--- src/design/clt_pkg.sv ---
// clt_pkg: shared types and codes for the calculator language tokenizer.
// Depends on nothing; used by clt_scan, clt_tokq and calc_language_tokenizer.
package clt_pkg;

	localparam int OFFSET_BITS_DEF = 32;
	localparam int LENGTH_BITS_DEF = 16;

	// token queue depth and pointer width
	localparam int QDEPTH = 4;
	localparam int QPTR_W = $clog2(QDEPTH);
	localparam int QCNT_W = $clog2(QDEPTH + 1);

	typedef logic [31:0] offset_t;
	typedef logic [15:0] length_t;

	typedef enum logic [3:0] {
		K_ASSIGN  = 4'd0,
		K_READ    = 4'd1,
		K_WRITE   = 4'd2,
		K_IDENT   = 4'd3,
		K_NUM     = 4'd4,
		K_NUMERR  = 4'd5,
		K_ADD     = 4'd6,
		K_MULT    = 4'd7,
		K_LPAR    = 4'd8,
		K_RPAR    = 4'd9,
		K_UNK     = 4'd10,
		K_EOF     = 4'd11
	} token_kind_t;

	typedef struct packed {
		logic [7:0] char_code;
		logic       end_of_input;
	} byte_t;

	typedef struct packed {
		token_kind_t token_kind;
		logic [7:0]  token_char;
		offset_t     token_start;
		length_t     token_length;
		logic        last_of_run;
	} token_t;

	// tokens produced by one input beat, in order
	typedef struct packed {
		logic [1:0] count;
		token_t     first;
		token_t     second;
	} push_t;

endpackage

--- src/design/clt_scan.sv ---
// clt_scan: lexer state and per-byte token decision, one beat per cycle while take is high.
// Depends on clt_pkg; feeds up to two tokens per beat to clt_tokq.
module clt_scan #(
	parameter int OFFSET_BITS = clt_pkg::OFFSET_BITS_DEF,
	parameter int LENGTH_BITS = clt_pkg::LENGTH_BITS_DEF
) (
	input  logic           clk,
	input  logic           arst_n,
	input  logic           take,
	input  clt_pkg::byte_t byte_data,
	output clt_pkg::push_t push
);

	typedef enum logic [3:0] {
		M_IDLE,
		M_SLASH,
		M_COLON,
		M_KW,
		M_IDENT,
		M_INT,
		M_DOT,
		M_FRAC,
		M_CMT,
		M_CMT_STAR
	} mode_t;

	localparam logic [7:0] CH_SPACE = 8'h20;
	localparam logic [7:0] CH_TAB   = 8'h09;
	localparam logic [7:0] CH_NL    = 8'h0A;
	localparam logic [7:0] CH_SLASH = 8'h2F;
	localparam logic [7:0] CH_STAR  = 8'h2A;
	localparam logic [7:0] CH_COLON = 8'h3A;
	localparam logic [7:0] CH_EQ    = 8'h3D;
	localparam logic [7:0] CH_DOT   = 8'h2E;
	localparam logic [7:0] CH_PLUS  = 8'h2B;
	localparam logic [7:0] CH_MINUS = 8'h2D;
	localparam logic [7:0] CH_LPAR  = 8'h28;
	localparam logic [7:0] CH_RPAR  = 8'h29;
	localparam logic [7:0] CH_UNDER = 8'h5F;
	localparam logic [7:0] CH_R     = 8'h72;
	localparam logic [7:0] CH_W     = 8'h77;

	mode_t                  mode_q, mode_d;
	logic [2:0]             match_q, match_d;
	logic [OFFSET_BITS-1:0] start_q, start_d;
	logic [LENGTH_BITS-1:0] len_q, len_d, len_g, pend_len;
	logic [OFFSET_BITS-1:0] off_q, off_d;
	logic [7:0]             lead_q, lead_d;

	logic [7:0]           c;
	logic                 is_letter, is_digit, is_word;
	logic                 f_begin, f_emit;
	mode_t                f_mode;
	clt_pkg::token_kind_t f_kind, pend_kind;
	logic                 pend, use_fresh, grow, rd;
	logic [2:0]           wlen;
	logic [7:0]           kw_exp;
	clt_pkg::token_t      pend_tok, fresh_tok, eof_tok, second_tok;
	logic                 has_second;

	function automatic logic [7:0] kw_char(input logic is_rd, input logic [2:0] idx);
		logic [7:0] r;
		r = 8'h00;
		if (is_rd) begin
			case (idx)
				3'd0: r = "r";
				3'd1: r = "e";
				3'd2: r = "a";
				3'd3: r = "d";
				default: r = 8'h00;
			endcase
		end else begin
			case (idx)
				3'd0: r = "w";
				3'd1: r = "r";
				3'd2: r = "i";
				3'd3: r = "t";
				3'd4: r = "e";
				default: r = 8'h00;
			endcase
		end
		return r;
	endfunction

	assign c         = byte_data.char_code;
	assign is_letter = (c >= "a" && c <= "z") || (c >= "A" && c <= "Z");
	assign is_digit  = (c >= "0" && c <= "9");
	assign is_word   = is_letter || is_digit || (c == CH_UNDER);
	assign len_g     = (&len_q) ? len_q : len_q + LENGTH_BITS'(1);
	assign rd        = (lead_q == CH_R);
	assign wlen      = rd ? 3'd4 : 3'd5;
	assign kw_exp    = kw_char(rd, match_q);

	// classification of a byte where a token may start
	always_comb begin
		f_begin = 1'b0;
		f_emit  = 1'b0;
		f_mode  = M_IDLE;
		f_kind  = clt_pkg::K_UNK;
		if (c == CH_SPACE || c == CH_TAB || c == CH_NL) begin
			f_mode = M_IDLE;
		end else if (c == CH_SLASH) begin
			f_begin = 1'b1;
			f_mode  = M_SLASH;
		end else if (c == CH_COLON) begin
			f_begin = 1'b1;
			f_mode  = M_COLON;
		end else if (c == CH_R || c == CH_W) begin
			f_begin = 1'b1;
			f_mode  = M_KW;
		end else if (is_letter || c == CH_UNDER) begin
			f_begin = 1'b1;
			f_mode  = M_IDENT;
		end else if (is_digit) begin
			f_begin = 1'b1;
			f_mode  = M_INT;
		end else begin
			f_emit = 1'b1;
			case (c)
				CH_PLUS, CH_MINUS: f_kind = clt_pkg::K_ADD;
				CH_STAR:           f_kind = clt_pkg::K_MULT;
				CH_LPAR:           f_kind = clt_pkg::K_LPAR;
				CH_RPAR:           f_kind = clt_pkg::K_RPAR;
				default:           f_kind = clt_pkg::K_UNK;
			endcase
		end
	end

	always_comb begin
		mode_d    = mode_q;
		match_d   = match_q;
		start_d   = start_q;
		len_d     = len_q;
		lead_d    = lead_q;
		off_d     = off_q;
		pend      = 1'b0;
		pend_kind = clt_pkg::K_IDENT;
		use_fresh = 1'b0;
		grow      = 1'b0;
		if (byte_data.end_of_input) begin
			mode_d = M_IDLE;
			case (mode_q)
				M_SLASH: begin
					pend = 1'b1;
					pend_kind = clt_pkg::K_MULT;
				end
				M_COLON: begin
					pend = 1'b1;
					pend_kind = clt_pkg::K_UNK;
				end
				M_KW, M_IDENT: begin
					pend = 1'b1;
					pend_kind = clt_pkg::K_IDENT;
				end
				M_INT, M_FRAC: begin
					pend = 1'b1;
					pend_kind = clt_pkg::K_NUM;
				end
				M_DOT: begin
					pend = 1'b1;
					pend_kind = clt_pkg::K_NUMERR;
				end
				default: pend = 1'b0;
			endcase
		end else begin
			off_d = off_q + OFFSET_BITS'(1);
			case (mode_q)
				M_SLASH: begin
					if (c == CH_STAR) begin
						mode_d = M_CMT;
					end else begin
						pend = 1'b1;
						pend_kind = clt_pkg::K_MULT;
						use_fresh = 1'b1;
					end
				end
				M_COLON: begin
					pend = 1'b1;
					if (c == CH_EQ) begin
						grow = 1'b1;
						pend_kind = clt_pkg::K_ASSIGN;
					end else begin
						pend_kind = clt_pkg::K_UNK;
						use_fresh = 1'b1;
					end
				end
				M_KW: begin
					if (match_q < wlen && c == kw_exp) begin
						match_d = match_q + 3'd1;
						grow = 1'b1;
						if (match_q + 3'd1 == wlen) begin
							pend = 1'b1;
							pend_kind = rd ? clt_pkg::K_READ : clt_pkg::K_WRITE;
						end
					end else if (is_word) begin
						mode_d = M_IDENT;
						grow = 1'b1;
					end else begin
						pend = 1'b1;
						pend_kind = clt_pkg::K_IDENT;
						use_fresh = 1'b1;
					end
				end
				M_IDENT: begin
					if (is_word) begin
						grow = 1'b1;
					end else begin
						pend = 1'b1;
						pend_kind = clt_pkg::K_IDENT;
						use_fresh = 1'b1;
					end
				end
				M_INT: begin
					if (is_digit) begin
						grow = 1'b1;
					end else if (c == CH_DOT) begin
						mode_d = M_DOT;
						grow = 1'b1;
					end else begin
						pend = 1'b1;
						pend_kind = clt_pkg::K_NUM;
						use_fresh = 1'b1;
					end
				end
				M_DOT: begin
					if (is_digit) begin
						mode_d = M_FRAC;
						grow = 1'b1;
					end else begin
						// byte after a dangling dot is swallowed
						pend = 1'b1;
						pend_kind = clt_pkg::K_NUMERR;
					end
				end
				M_FRAC: begin
					if (is_digit) begin
						grow = 1'b1;
					end else begin
						pend = 1'b1;
						pend_kind = clt_pkg::K_NUM;
						use_fresh = 1'b1;
					end
				end
				M_CMT: begin
					if (c == CH_NL)
						mode_d = M_IDLE;
					else if (c == CH_STAR)
						mode_d = M_CMT_STAR;
				end
				M_CMT_STAR: begin
					if (c == CH_SLASH || c == CH_NL)
						mode_d = M_IDLE;
					else if (c != CH_STAR)
						mode_d = M_CMT;
				end
				default: use_fresh = 1'b1;
			endcase
			if (grow)
				len_d = len_g;
			if (pend)
				mode_d = M_IDLE;
			if (use_fresh) begin
				mode_d = f_mode;
				if (f_begin) begin
					start_d = off_q;
					lead_d  = c;
					len_d   = LENGTH_BITS'(1);
					match_d = 3'd1;
				end
			end
		end
	end

	assign pend_len = grow ? len_g : len_q;

	always_comb begin
		pend_tok.token_kind   = pend_kind;
		pend_tok.token_char   = lead_q;
		pend_tok.token_start  = clt_pkg::offset_t'(start_q);
		pend_tok.token_length = clt_pkg::length_t'(pend_len);
		pend_tok.last_of_run  = 1'b0;

		fresh_tok.token_kind   = f_kind;
		fresh_tok.token_char   = c;
		fresh_tok.token_start  = clt_pkg::offset_t'(off_q);
		fresh_tok.token_length = clt_pkg::length_t'(1);
		fresh_tok.last_of_run  = 1'b0;

		eof_tok.token_kind   = clt_pkg::K_EOF;
		eof_tok.token_char   = 8'h00;
		eof_tok.token_start  = clt_pkg::offset_t'(off_q);
		eof_tok.token_length = '0;
		eof_tok.last_of_run  = 1'b0;

		second_tok = byte_data.end_of_input ? eof_tok : fresh_tok;
		has_second = byte_data.end_of_input || (use_fresh && f_emit);

		push.count  = {1'b0, pend} + {1'b0, has_second};
		push.first  = pend ? pend_tok : second_tok;
		push.second = second_tok;
		if (pend && has_second)
			push.second.last_of_run = 1'b1;
		else
			push.first.last_of_run = 1'b1;
		if (!take)
			push.count = 2'd0;
	end

	always_ff @(posedge clk or negedge arst_n) begin
		if (!arst_n) begin
			mode_q  <= M_IDLE;
			match_q <= '0;
			start_q <= '0;
			len_q   <= '0;
			off_q   <= '0;
			lead_q  <= '0;
		end else if (take) begin
			mode_q  <= mode_d;
			match_q <= match_d;
			start_q <= start_d;
			len_q   <= len_d;
			off_q   <= off_d;
			lead_q  <= lead_d;
		end
	end

endmodule

--- src/design/clt_tokq.sv ---
// clt_tokq: small token queue, takes up to two tokens a cycle, gives one while token_ready is high.
// Depends on clt_pkg; parts the lexer from the output channel.
module clt_tokq (
	input  logic            clk,
	input  logic            arst_n,
	input  clt_pkg::push_t  push,
	output logic            space_ok,
	output logic            token_valid,
	input  logic            token_ready,
	output clt_pkg::token_t token_data
);

	clt_pkg::token_t                mem [clt_pkg::QDEPTH];
	logic [clt_pkg::QPTR_W-1:0]     wptr_q, rptr_q, wptr_n;
	logic [clt_pkg::QCNT_W-1:0]     cnt_q;
	logic                           pop;

	assign token_valid = (cnt_q != '0);
	assign token_data  = mem[rptr_q];
	assign pop         = token_valid && token_ready;
	assign space_ok    = (cnt_q <= clt_pkg::QCNT_W'(clt_pkg::QDEPTH - 2));
	assign wptr_n      = wptr_q + clt_pkg::QPTR_W'(1);

	always_ff @(posedge clk) begin
		if (push.count != 2'd0)
			mem[wptr_q] <= push.first;
		if (push.count == 2'd2)
			mem[wptr_n] <= push.second;
	end

	always_ff @(posedge clk or negedge arst_n) begin
		if (!arst_n) begin
			wptr_q <= '0;
			rptr_q <= '0;
			cnt_q  <= '0;
		end else begin
			wptr_q <= wptr_q + clt_pkg::QPTR_W'(push.count);
			if (pop)
				rptr_q <= rptr_q + clt_pkg::QPTR_W'(1);
			cnt_q <= cnt_q + clt_pkg::QCNT_W'(push.count) - clt_pkg::QCNT_W'(pop);
		end
	end

`ifndef SYNTHESIS
	a_no_overfill: assert property (@(posedge clk) disable iff (!arst_n)
		cnt_q <= clt_pkg::QCNT_W'(clt_pkg::QDEPTH))
		else $error("token queue overfilled");
	a_push_has_room: assert property (@(posedge clk) disable iff (!arst_n)
		(push.count != 2'd0) |-> space_ok)
		else $error("tokens pushed without room");
	a_push_count: assert property (@(posedge clk) disable iff (!arst_n)
		push.count != 2'd3)
		else $error("more than two tokens from one beat");
	a_last_mark: assert property (@(posedge clk) disable iff (!arst_n)
		(push.count == 2'd2) |-> (push.second.last_of_run && !push.first.last_of_run))
		else $error("last_of_run misplaced on a two-token beat");
	a_eof_len: assert property (@(posedge clk) disable iff (!arst_n)
		(token_valid && token_data.token_kind == clt_pkg::K_EOF)
			|-> (token_data.token_length == '0 && token_data.last_of_run))
		else $error("eof token malformed");
`endif

endmodule

--- src/design/calc_language_tokenizer.sv ---
// calc_language_tokenizer: top level of the calculator language lexer.
// Depends on clt_pkg, clt_scan and clt_tokq.
//
//  channel  | valid       | ready       | payload                  | beat
//  ---------+-------------+-------------+--------------------------+-------------------
//  input    | byte_valid  | byte_ready  | byte_data  (byte_t)      | one byte or end
//  output   | token_valid | token_ready | token_data (token_t)     | one token
//
// One input beat per cycle while byte_ready is high; the lexer state updates at the edge that accepts it.
// A beat yields zero, one or two tokens, written into a four-entry token queue.
// Tokens leave one per cycle while token_ready is high, so the two tokens of one beat leave one after the other.
// byte_ready is high while the queue has room for two tokens.
// Reset clears the lexer to idle at offset zero and empties the queue.
module calc_language_tokenizer #(
	parameter int OFFSET_BITS = clt_pkg::OFFSET_BITS_DEF,
	parameter int LENGTH_BITS = clt_pkg::LENGTH_BITS_DEF
) (
	input  logic            clk,
	input  logic            arst_n,
	input  logic            byte_valid,
	output logic            byte_ready,
	input  clt_pkg::byte_t  byte_data,
	output logic            token_valid,
	input  logic            token_ready,
	output clt_pkg::token_t token_data
);

	clt_pkg::push_t push;
	logic           space_ok;
	logic           take;

	assign byte_ready = space_ok;
	assign take       = byte_valid && space_ok;

	clt_scan #(
		.OFFSET_BITS(OFFSET_BITS),
		.LENGTH_BITS(LENGTH_BITS)
	) u_scan (
		.clk       (clk),
		.arst_n    (arst_n),
		.take      (take),
		.byte_data (byte_data),
		.push      (push)
	);

	clt_tokq u_tokq (
		.clk         (clk),
		.arst_n      (arst_n),
		.push        (push),
		.space_ok    (space_ok),
		.token_valid (token_valid),
		.token_ready (token_ready),
		.token_data  (token_data)
	);

endmodule
--- config.mk ---
export PLATFORM = sky130hd
export DESIGN_NAME = calc_language_tokenizer
export DESIGN_NICKNAME = d
export VERILOG_FILES = /design/src/design/clt_pkg.sv /design/src/design/clt_scan.sv /design/src/design/clt_tokq.sv /design/src/design/calc_language_tokenizer.sv
export SDC_FILE = /design/constraint.sdc
export NUM_CORES = 1
export LEC_CHECK = 0
export ABC_CLOCK_PERIOD_IN_PS = 6200
export BUFFER_PORTS_ARGS = -buffer_cell sky130_fd_sc_hd__buf_2
export CORE_MARGIN = 2
export CORE_UTILIZATION = 55
export DETAILED_ROUTE_END_ITERATION = 7
export PLACE_DENSITY = 0.84
export SYNTH_ARGS = -nofsm -noshare
export SYNTH_HDL_FRONTEND = slang
export SYNTH_SLANG_ARGS = --single-unit
--- constraint.sdc ---
create_clock -name clk -period 6.2 [get_ports clk]
set_clock_uncertainty 0.15 [all_clocks]
set_input_delay 0.31 -clock clk [delete_from_list [all_inputs] [get_ports clk]]
set_output_delay 0.31 -clock clk [all_outputs]
set_load 0.01 [all_outputs]
# --- Word level (Yosys, flattened, before mapping) ---
# Memories as Yosys holds them, arrays and structs flattened.
# Cells that the tools add are included.
word_totals:
  reg_bits: 102
  elab_cells: 195
  ramBits: 244
  out_inout_bits: 63
  memories: 1
memory_table:
  columns: ["name", "depth", "width", "read_ports", "rd_clocked_by_memory_dff", "wr", "line", "rtl"]
  rows:
  - ["u_tokq.mem", 4, 61, 1, 0, 2, "clt_tokq.sv:13", "clt_pkg::token_t mem [clt_pkg::QDEPTH];"]
classes:
  n_mux: 96
  addsub: 9
  order_cmp: 8
  n_reduce_logical: 30
  n_eq_ne: 41
  n_bitwise: 1
op_table:
  columns: ["cell", "count"]
  rows:
  - ["$mux W61", 2]
  - ["$mux W4", 29]
  - ["$eq A8 B6 Y1 const B", 10]
  - ["$mux W16", 5]
  - ["$pmux W4 S6", 2]
  - ["$mux W1", 39]
  - ["$pmux W7 S5", 1]
  - ["$add A32 B1 Y32 const B", 1]
  - ["$eq A8 B7 Y1 const B", 4]
  - ["$pmux W4 S4", 2]
  - ["$pmux W7 S4", 1]
  - ["$mux W3", 9]
  - ["$ne A5 B2 Y1 const B", 4]
  - ["$add A16 B1 Y16 const B", 1]
  - ["$eq A4 B3 Y1 const B", 4]
  - ["$eq A8 B4 Y1 const B", 2]
  - ["$ge A8 B7 Y1 const B", 2]
  - ["$le A8 B7 Y1 const B", 2]
  - ["$reduce_and A16 Y1", 1]
  - ["$ne A6 B2 Y1 const B", 2]
  - ["$ne A5 B5 Y1 const B", 2]
  - ["$reduce_and A10 Y1", 1]
  - ["$logic_or A1 B1 Y1", 9]
  - ["$reduce_bool A9 Y1", 1]
  - ["other kinds (35)", 49]

# --- Longest topological paths before layout ---
# Gate-level depths: netlist of run 1.
logic_depth:
  word_depth: 17
  ltp_mapped: 22
  mapped_depth_nobuf: 19

# --- Hierarchy ---
# From an unflattened synthesis of run 1, not the netlist that was laid out.
unflattened:
  cells_unflattened: 1341
  hier_area_um2: 18831.8
modules_own_cells:
  columns: ["mod", "area_per_inst_um2", "cells_per_inst", "seq_area_each_um2", "instances"]
  rows:
  - ["clt_tokq", 12185.4, 635, 7502.2, 1]
  - ["clt_scan", 6640.1, 705, 2377.3, 1]
  - ["calc_language_tokenizer", 6.3, 1, 0.0, 1]

# --- Worst setup path after synthesis of run 1 ---
# OpenSTA, ideal clock, no wires.
synth_timing:
  kind: "reg2reg"
  startpoint: "register u_scan.lead_q[0]"
  endpoint: "memory u_tokq.mem[2][0] (netlist name), enable pin"
  setup_slack_ns: 0.597
  arrival_time_ns: 5.053
  stages_incl_launch_ff: 18
  t_required_ns: 5.650
  n_path_buf: 3
  path_cell_list: "dfrtp_1 -> or4b_4 -> nor2_1 -> inv_2 -> o221ai_1 -> o21ai_1 -> or2_2 -> o41ai_2 -> o31ai_4 -> inv_4 -> ha_1 -> o21ai_0 -> or3b_2 -> clkbuf_1 -> and2_1 -> clkbuf_1 -> clkbuf_1 -> inv_1"
synth_lines:
  columns: ["element", "line", "rtl"]
  rows:
  - ["start, declared", "clt_scan.sv:48", "logic [7:0] lead_q, lead_d;"]
  - ["start signal, assigned", "clt_scan.sv:323", "lead_q <= lead_d;"]
  - ["end, declared", "clt_tokq.sv:13", null]

==> results.yml, run 1 <==
min_path:
  hold_depth: 3
  hold_end: "u_scan.lead_q[0]"
  hp-class: "input port to flip-flop"
  worstHoldStart: "byte_data[1]"
synthesis:
  yosysUniqueCellTypes: 82
  synth_area_leaders: "edfxtp_1, dfrtp_1, a22o_1"
  synth_edf_count: 184
  ys_ff_latch: 346
  synth_top_area_share_pct: 32.93
  synth_ff_type: "edfxtp_1"
  yosysSeqAreaShare_pct: 55.29
  syn-cell-area_um2: 16780
  synth_warnings: 0
  synth_area_per_cell_um2: 12.24
  synth_common_cells: "edfxtp_1, a22o_1, nand2_1, dfrtp_1, o21ai_1"
  async_flop_share_pct: 29.48
  synth_nets: 1399
  synth_cells: 1371
  yosys.cell_count.top_type: "edfxtp_1"
  yosys.area.top_type: "edfxtp_1"
route:
  drt_wl_total_um: 42000
  vias: 12110
  avgViaCountPerCell: 6.649
  wl_per_cell_um: 23.07
  detail_route.drc_violations: 0
  ant_nets: 0
  drtIter0Drc: 1306
  firstDrtPassIters: 5
worst_setup_path:
  r2r_slack_ps: 470
  crit_family: "simple AND/OR/NAND/NOR gates"
  end_kind: "flip-flop"
  rr_worst_depth: 20
  worstPathMaxFanout: 32
  slowest_delay_ps: 590
  arrival_ps: 5960
  cp_slowest_cell: "or4b_4"
  crit_top_cell: "nand2_1"
  path_cells: "or4b_4 -> nor2_1 -> inv_2 -> ha_1 -> a21oi_1 -> a211o_1 -> a211o_1 -> or4_1 -> nand2_1 -> a21oi_1 -> nand2_1 -> nand2_1 -> ha_1 -> nand2_1 -> nor2_1 -> nand3_1 -> and2_1 -> a21oi_2 -> buf_4 -> a22o_1"
  crit_buf_inv: 2
  required_ps: 6420
  r2r_end: "u_tokq.mem[0][17]"
  start_kind: "flip-flop"
  worst-setup-path-type: "flip-flop to flip-flop"
  r2r-start: "u_scan.lead_q[0]"
global_route:
  grt_pass1_wl_um: 66710
  grt_usage_pct: 26.95
  grt_max_degree: 72
  grt_pass1_vias: 12180
  grt.overflow.total: 0
  antenna_found_initial: 0
floorplanning:
  start_util_pct: 56.17
  core_area_um2: 29870
  die_x_um: 178.7
  placementRows: 63
  io_pins: 76
  die_area_um2: 31920
  die_h_um: 178.7
placement:
  dpl_cell_area_um2: 17450
  numPortBuffers: 75
  hpwl_um: 25690
  gp_congestion: 0.9181
final_layout:
  drive_gt1_share_pct: 19.78
  area.growth.synth_to_final_pct: 11.27
  num_antenna_cells: 0
  stdcell_area_um2: 18670
  fillCellCount: 2197
  utilization_pct: 62.50
  fin_nets: 1431
clock_network:
  cts_sinks: 346
  clk_latency_ps: 520
  cts_tree: "built"
  numCtsBuffers: 38
  cts-root-buf: "clkbuf_16"
  htreeDepth: 2
  postCtsSetupRepairBufs: 0
  clockBufferDepth: 3
  clk_pin_slew_ps: 60
timing:
  fin_crit_sh_pct: 92.49
  setup_violations: 0
  fmax_ghz: 0.1744
  max-slew-margin-rel_pct: 17.55
  grt_setup_unrepaired: "false"
  worst_pin_slew_ps: 1234
  finalMaxSlewViolations: 0
  finalSetupTns_ps: 0
  final_hold_viol_count: 0
  period_needed_ps: 5735
power:
  ir_drop_v: 0.0003788
  pwr_density_cell_nw_per_um2: 367.0
  power_leakage_nw: 7.077
job:
  drv_cap: 0
outcome:
  status: "completed"
==> power by group <==
part	switching (mW)	leakage [nW]	internal, mW
registers	0.348	3.60	2.67
clock network	0.896	0.573	1.21
logic	0.996	2.90	0.739
total	2.24	7.08	4.61
==> state kept, by name, indices dropped and copies added, names as in the netlist <==
name,count
u_scan.lead_q,8
u_tokq.wptr_q,2
u_scan.off_q,32
u_scan.len_q,16
u_scan.mode_q,4
u_tokq.rptr_q,2
u_tokq.mem,244
u_scan.start_q,32
u_scan.match_q,3
u_tokq.cnt_q,3
==> layout by cell type, fill, tap and decap left out, types with 8 or more instances in the layout <==
master,count
nor3_1,15
ha_1,14
and2_1,8
dfxtp_1,60
a21oi_1,30
mux2_2,31
xor2_1,14
inv_1,18
nand2_1,131
nand3_1,32
edfxtp_1,184
xnor2_1,37
and4_1,11
clkbuf_16,39
a22o_1,165
mux4_2,61
a21o_1,12
nor2_1,44
and3_1,19
o21ai_1,70
o21ai_0,29
dfrtp_1,100
a31oi_1,11
buf_4,24
buf_2,74
o22ai_1,23
nor2b_1,10
==> routing by layer <==
metal | routed length [um] | track usage (%) | up-vias
met5 | 0 | 0 | -
met2 | 20560 | 44.80 | 592
met3 | 2923 | 3.986 | 137
li1 | - | - | 5349
met1 | 17060 | 35.75 | 6030
met4 | 1453 | 11.01 | 0
==> final cells by class <==
type | instances | area, um^2 | area share (%)
Clock buffer | 50 | 1057 | 5.662
Inverter | 25 | 96.34 | 0.5160
Clock inverter | 18 | 108.9 | 0.5830
Multi-Input combinational cell | 886 | 6974 | 37.35
Timing Repair Buffer | 106 | 660.6 | 3.538
Tap cell | 390 | 488.0 | 2.613
Sequential cell | 346 | 9286 | 49.74
==> repair_timing <==
item	in CTS	in global routing
hold buffers	5	0
resized for setup	0	1
endpoints found under the setup margin	0	18
hold endpoints to repair	35	0
==> how the worst max path moves through the flow <==
stage,from,cells after the start,slack (ps),endpoint
after floorplan,u_scan.lead_q[0],17,600,u_tokq.mem[2][0]
after global placement,u_scan.lead_q[0],16,770,u_tokq.mem[2][40]
after detailed placement,u_scan.lead_q[0],17,630,u_tokq.mem[2][39]
after CTS,u_scan.lead_q[0],20,560,u_tokq.mem[2][39]
after global routing,u_scan.match_q[0],18,80,u_tokq.mem[0][37]
final,u_scan.lead_q[0],20,470,u_tokq.mem[0][17]
==> stage by stage <==
| step | hold slack, ps | std cells | total power [mW] | setup slack (ps) |
|---|---|---|---|---|
| floorplan | -135.6 | 1371 | 4.100 | 596.5 |
| global placement | 140.4 | 1748 | 4.727 | 772.7 |
| detailed placement | 148.9 | 1748 | 4.772 | 629.1 |
| CTS | 14.48 | 1821 | 6.863 | 564.4 |
| global route | 20.81 | 1821 | 7.141 | 79.66 |
| finish | 31.62 | 1821 | 6.853 | 465.3 |
==> worst register-to-register path: cells and delay by family, from the launching register on <==
family | cells | cell delay (ps)
flip-flops | 1 | 460
AO/OA/AOI/OAI | 6 | 1230
adder cells (fa/ha/maj) | 2 | 460
buffers and inverters | 2 | 530
AND/OR/NAND/NOR | 10 | 2750
==> logic make-up (layout without fill, tap and decap cells) <==
logic type               Yosys count  in the layout  share of synthesized area [%]
adder cells (fa/ha/maj)           15             15                          1.163
AND/OR/NAND/NOR                  328            328                          9.745
AO/OA/AOI/OAI                    396            396                          17.25
XOR/XNOR                          51             51                          2.662
buffers and inverters            139            199                          3.378
flip-flops                       346            346                          55.29
multiplexers                      96             96                          10.51
Note: power is estimated with default switching activity, not from simulation.
==> run 2, diff against run 1 <==
--- a/config.mk
+++ b/config.mk
@@ -7,7 +7,6 @@
 export LEC_CHECK = 0
 export ABC_CLOCK_PERIOD_IN_PS = 6200
 export BUFFER_PORTS_ARGS = -buffer_cell sky130_fd_sc_hd__buf_2
-export CORE_MARGIN = 2
 export CORE_UTILIZATION = 55
 export DETAILED_ROUTE_END_ITERATION = 7
 export PLACE_DENSITY = 0.84
==> run 2 against run 1 <==
  * Core utilization grew 0.37 points
  * First-iteration DRC count up 5.7%
  * Combinational power about the same
==> results.yml, run 2 (same netlist as run 1, synthesis figures left out) <==
clock_network:
  htreeDepth: 2
  cts_resized: 0
  numCtsBuffers: 37
  cts_sinks: 346
  cts_tree: "built"
  clk_pin_slew_ps: 60
  clk_latency_ps: 520
  cts_hold_buffers: 5
  cts-root-buf: "clkbuf_16"
  clockBufferDepth: 3
  postCtsSetupRepairBufs: 0
global_route:
  antenna_found_initial: 1
  grt.overflow.total: 0
  grt_max_degree: 74
  grt_usage_pct: 28.22
  grt_pass1_vias: 12190
  grt_pass1_wl_um: 67830
final_layout:
  final_cell_mix: "edfxtp_1, a22o_1, nand2_1"
  top_register: "u_tokq.mem"
  largest_reg_flops: 244
  drive_gt1_share_pct: 19.55
  stdcell_area_um2: 18730
  fillCellCount: 2173
  fin_nets: 1427
  multi_input_area_um2: 6974
  utilization_pct: 62.87
  layout_commonest_cell: "edfxtp_1"
  regArea_um2: 9286
  area.growth.synth_to_final_pct: 11.63
  reg_top3: "u_tokq.mem x244, u_scan.off_q x32, u_scan.start_q x32"
  num_antenna_cells: 0
  fin_cells: 1817
placement:
  dpl_cell_area_um2: 17430
  numPortBuffers: 75
  dpl.cell_count: 1745
  hpwl_um: 26180
  place_ws_ps: 681.7
  gp_congestion: 0.8882
floorplanning:
  die_area_um2: 31210
  die_h_um: 176.7
  die_x_um: 176.7
  io_pins: 76
  core_area_um2: 29800
  placementRows: 63
  start_util_pct: 56.32
worst_setup_path:
  required_ps: 6430
  end_kind: "flip-flop"
  worstPathMaxFanout: 32
  r2r_slack_ps: 520
  rr_worst_depth: 20
  start_kind: "flip-flop"
  r2r-start: "u_scan.lead_q[0]"
  arrival_ps: 5910
  worst-setup-path-type: "flip-flop to flip-flop"
  r2r_end: "u_tokq.mem[2][36]"
outcome:
  status: "completed"
power:
  power_leakage_nw: 7.103
  total_power_mw: 6.982
  pwr_density_cell_nw_per_um2: 372.7
  ir_drop_v: 0.0003156
timing:
  period_needed_ps: 5685
  finalMaxSlewViolations: 0
  worst_pin_slew_ps: 1394
  final_hold_viol_count: 0
  fin_crit_sh_pct: 91.69
  finalSetupTns_ps: 0
  hold_slack_ps: 11.75
  fmax_ghz: 0.1759
  setup_ws_ps: 515.4
  grt_setup_unrepaired: "false"
  setup_violations: 0
  max-slew-margin-rel_pct: 6.838
route:
  vias: 12200
  detail_route.drc_violations: 0
  avgViaCountPerCell: 6.715
  drtIter0Drc: 1380
  firstDrtPassIters: 6
  wl_per_cell_um: 23.54
  ant_nets: 0
  drt_wl_total_um: 42780
min_path:
  worstHoldStart: "byte_data[1]"
  hold_end: "u_scan.lead_q[0]"
  hold_depth: 3
  hp-class: "input port to flip-flop"
job:
  drv_cap: 0
run 2: report_power, final:
part	leakage (nW)	switching, mW	internal (mW)
logic	2.89	1.02	0.736
clock network	0.612	0.891	1.35
registers	3.60	0.316	2.67
run 2: worst max-delay path by stage:
| stage | startpoint | depth (start not counted) | endpoint | slack [ps] |
|---|---|---|---|---|
| after floorplan | u_scan.lead_q[0] | 17 | u_tokq.mem[2][0] | 600 |
| after global placement | u_scan.lead_q[0] | 17 | u_tokq.mem[2][40] | 840 |
| after detailed placement | u_scan.lead_q[0] | 17 | u_tokq.mem[2][46] | 680 |
| after CTS | u_scan.lead_q[0] | 16 | u_tokq.mem[2][19] | 660 |
| after global routing | u_scan.lead_q[0] | 20 | u_tokq.mem[2][33] | 120 |
| final | u_scan.lead_q[0] | 20 | u_tokq.mem[2][36] | 520 |
run 2: final cells by class:
class | count | area share, %
inverter | 25 | 0.5143
tap | 390 | 2.605
timing repair buffer | 103 | 3.406
clock buffer | 56 | 6.045
multi-input combinational | 886 | 37.23
sequential | 346 | 49.57
clock inverter | 11 | 0.6278
run 2: metal layers:
metal  GRT usage [%]  vias up  wire [um]
li1                -     5348          -
met1           36.80     6101      16590
met2           47.81      661      21450
met3           4.832       89       3680
met4           9.519        2       1051
met5               0        -         10
run 2: worst max-delay path, stage by stage (launching register included):
cell	delay, ps
dfrtp_1	460
or4b_4	590
nor2_1	270
inv_2	100
ha_1	190
a21oi_1	160
a211o_1	140
a211o_1	130
or4_1	240
nand2_1	110
a21oi_1	320
nand2_1	110
nand2_1	90
ha_1	270
nand2_1	150
nor2_1	280
nand3b_1	380
and2_1	520
a21oi_2	230
buf_4	430
a22o_1	220
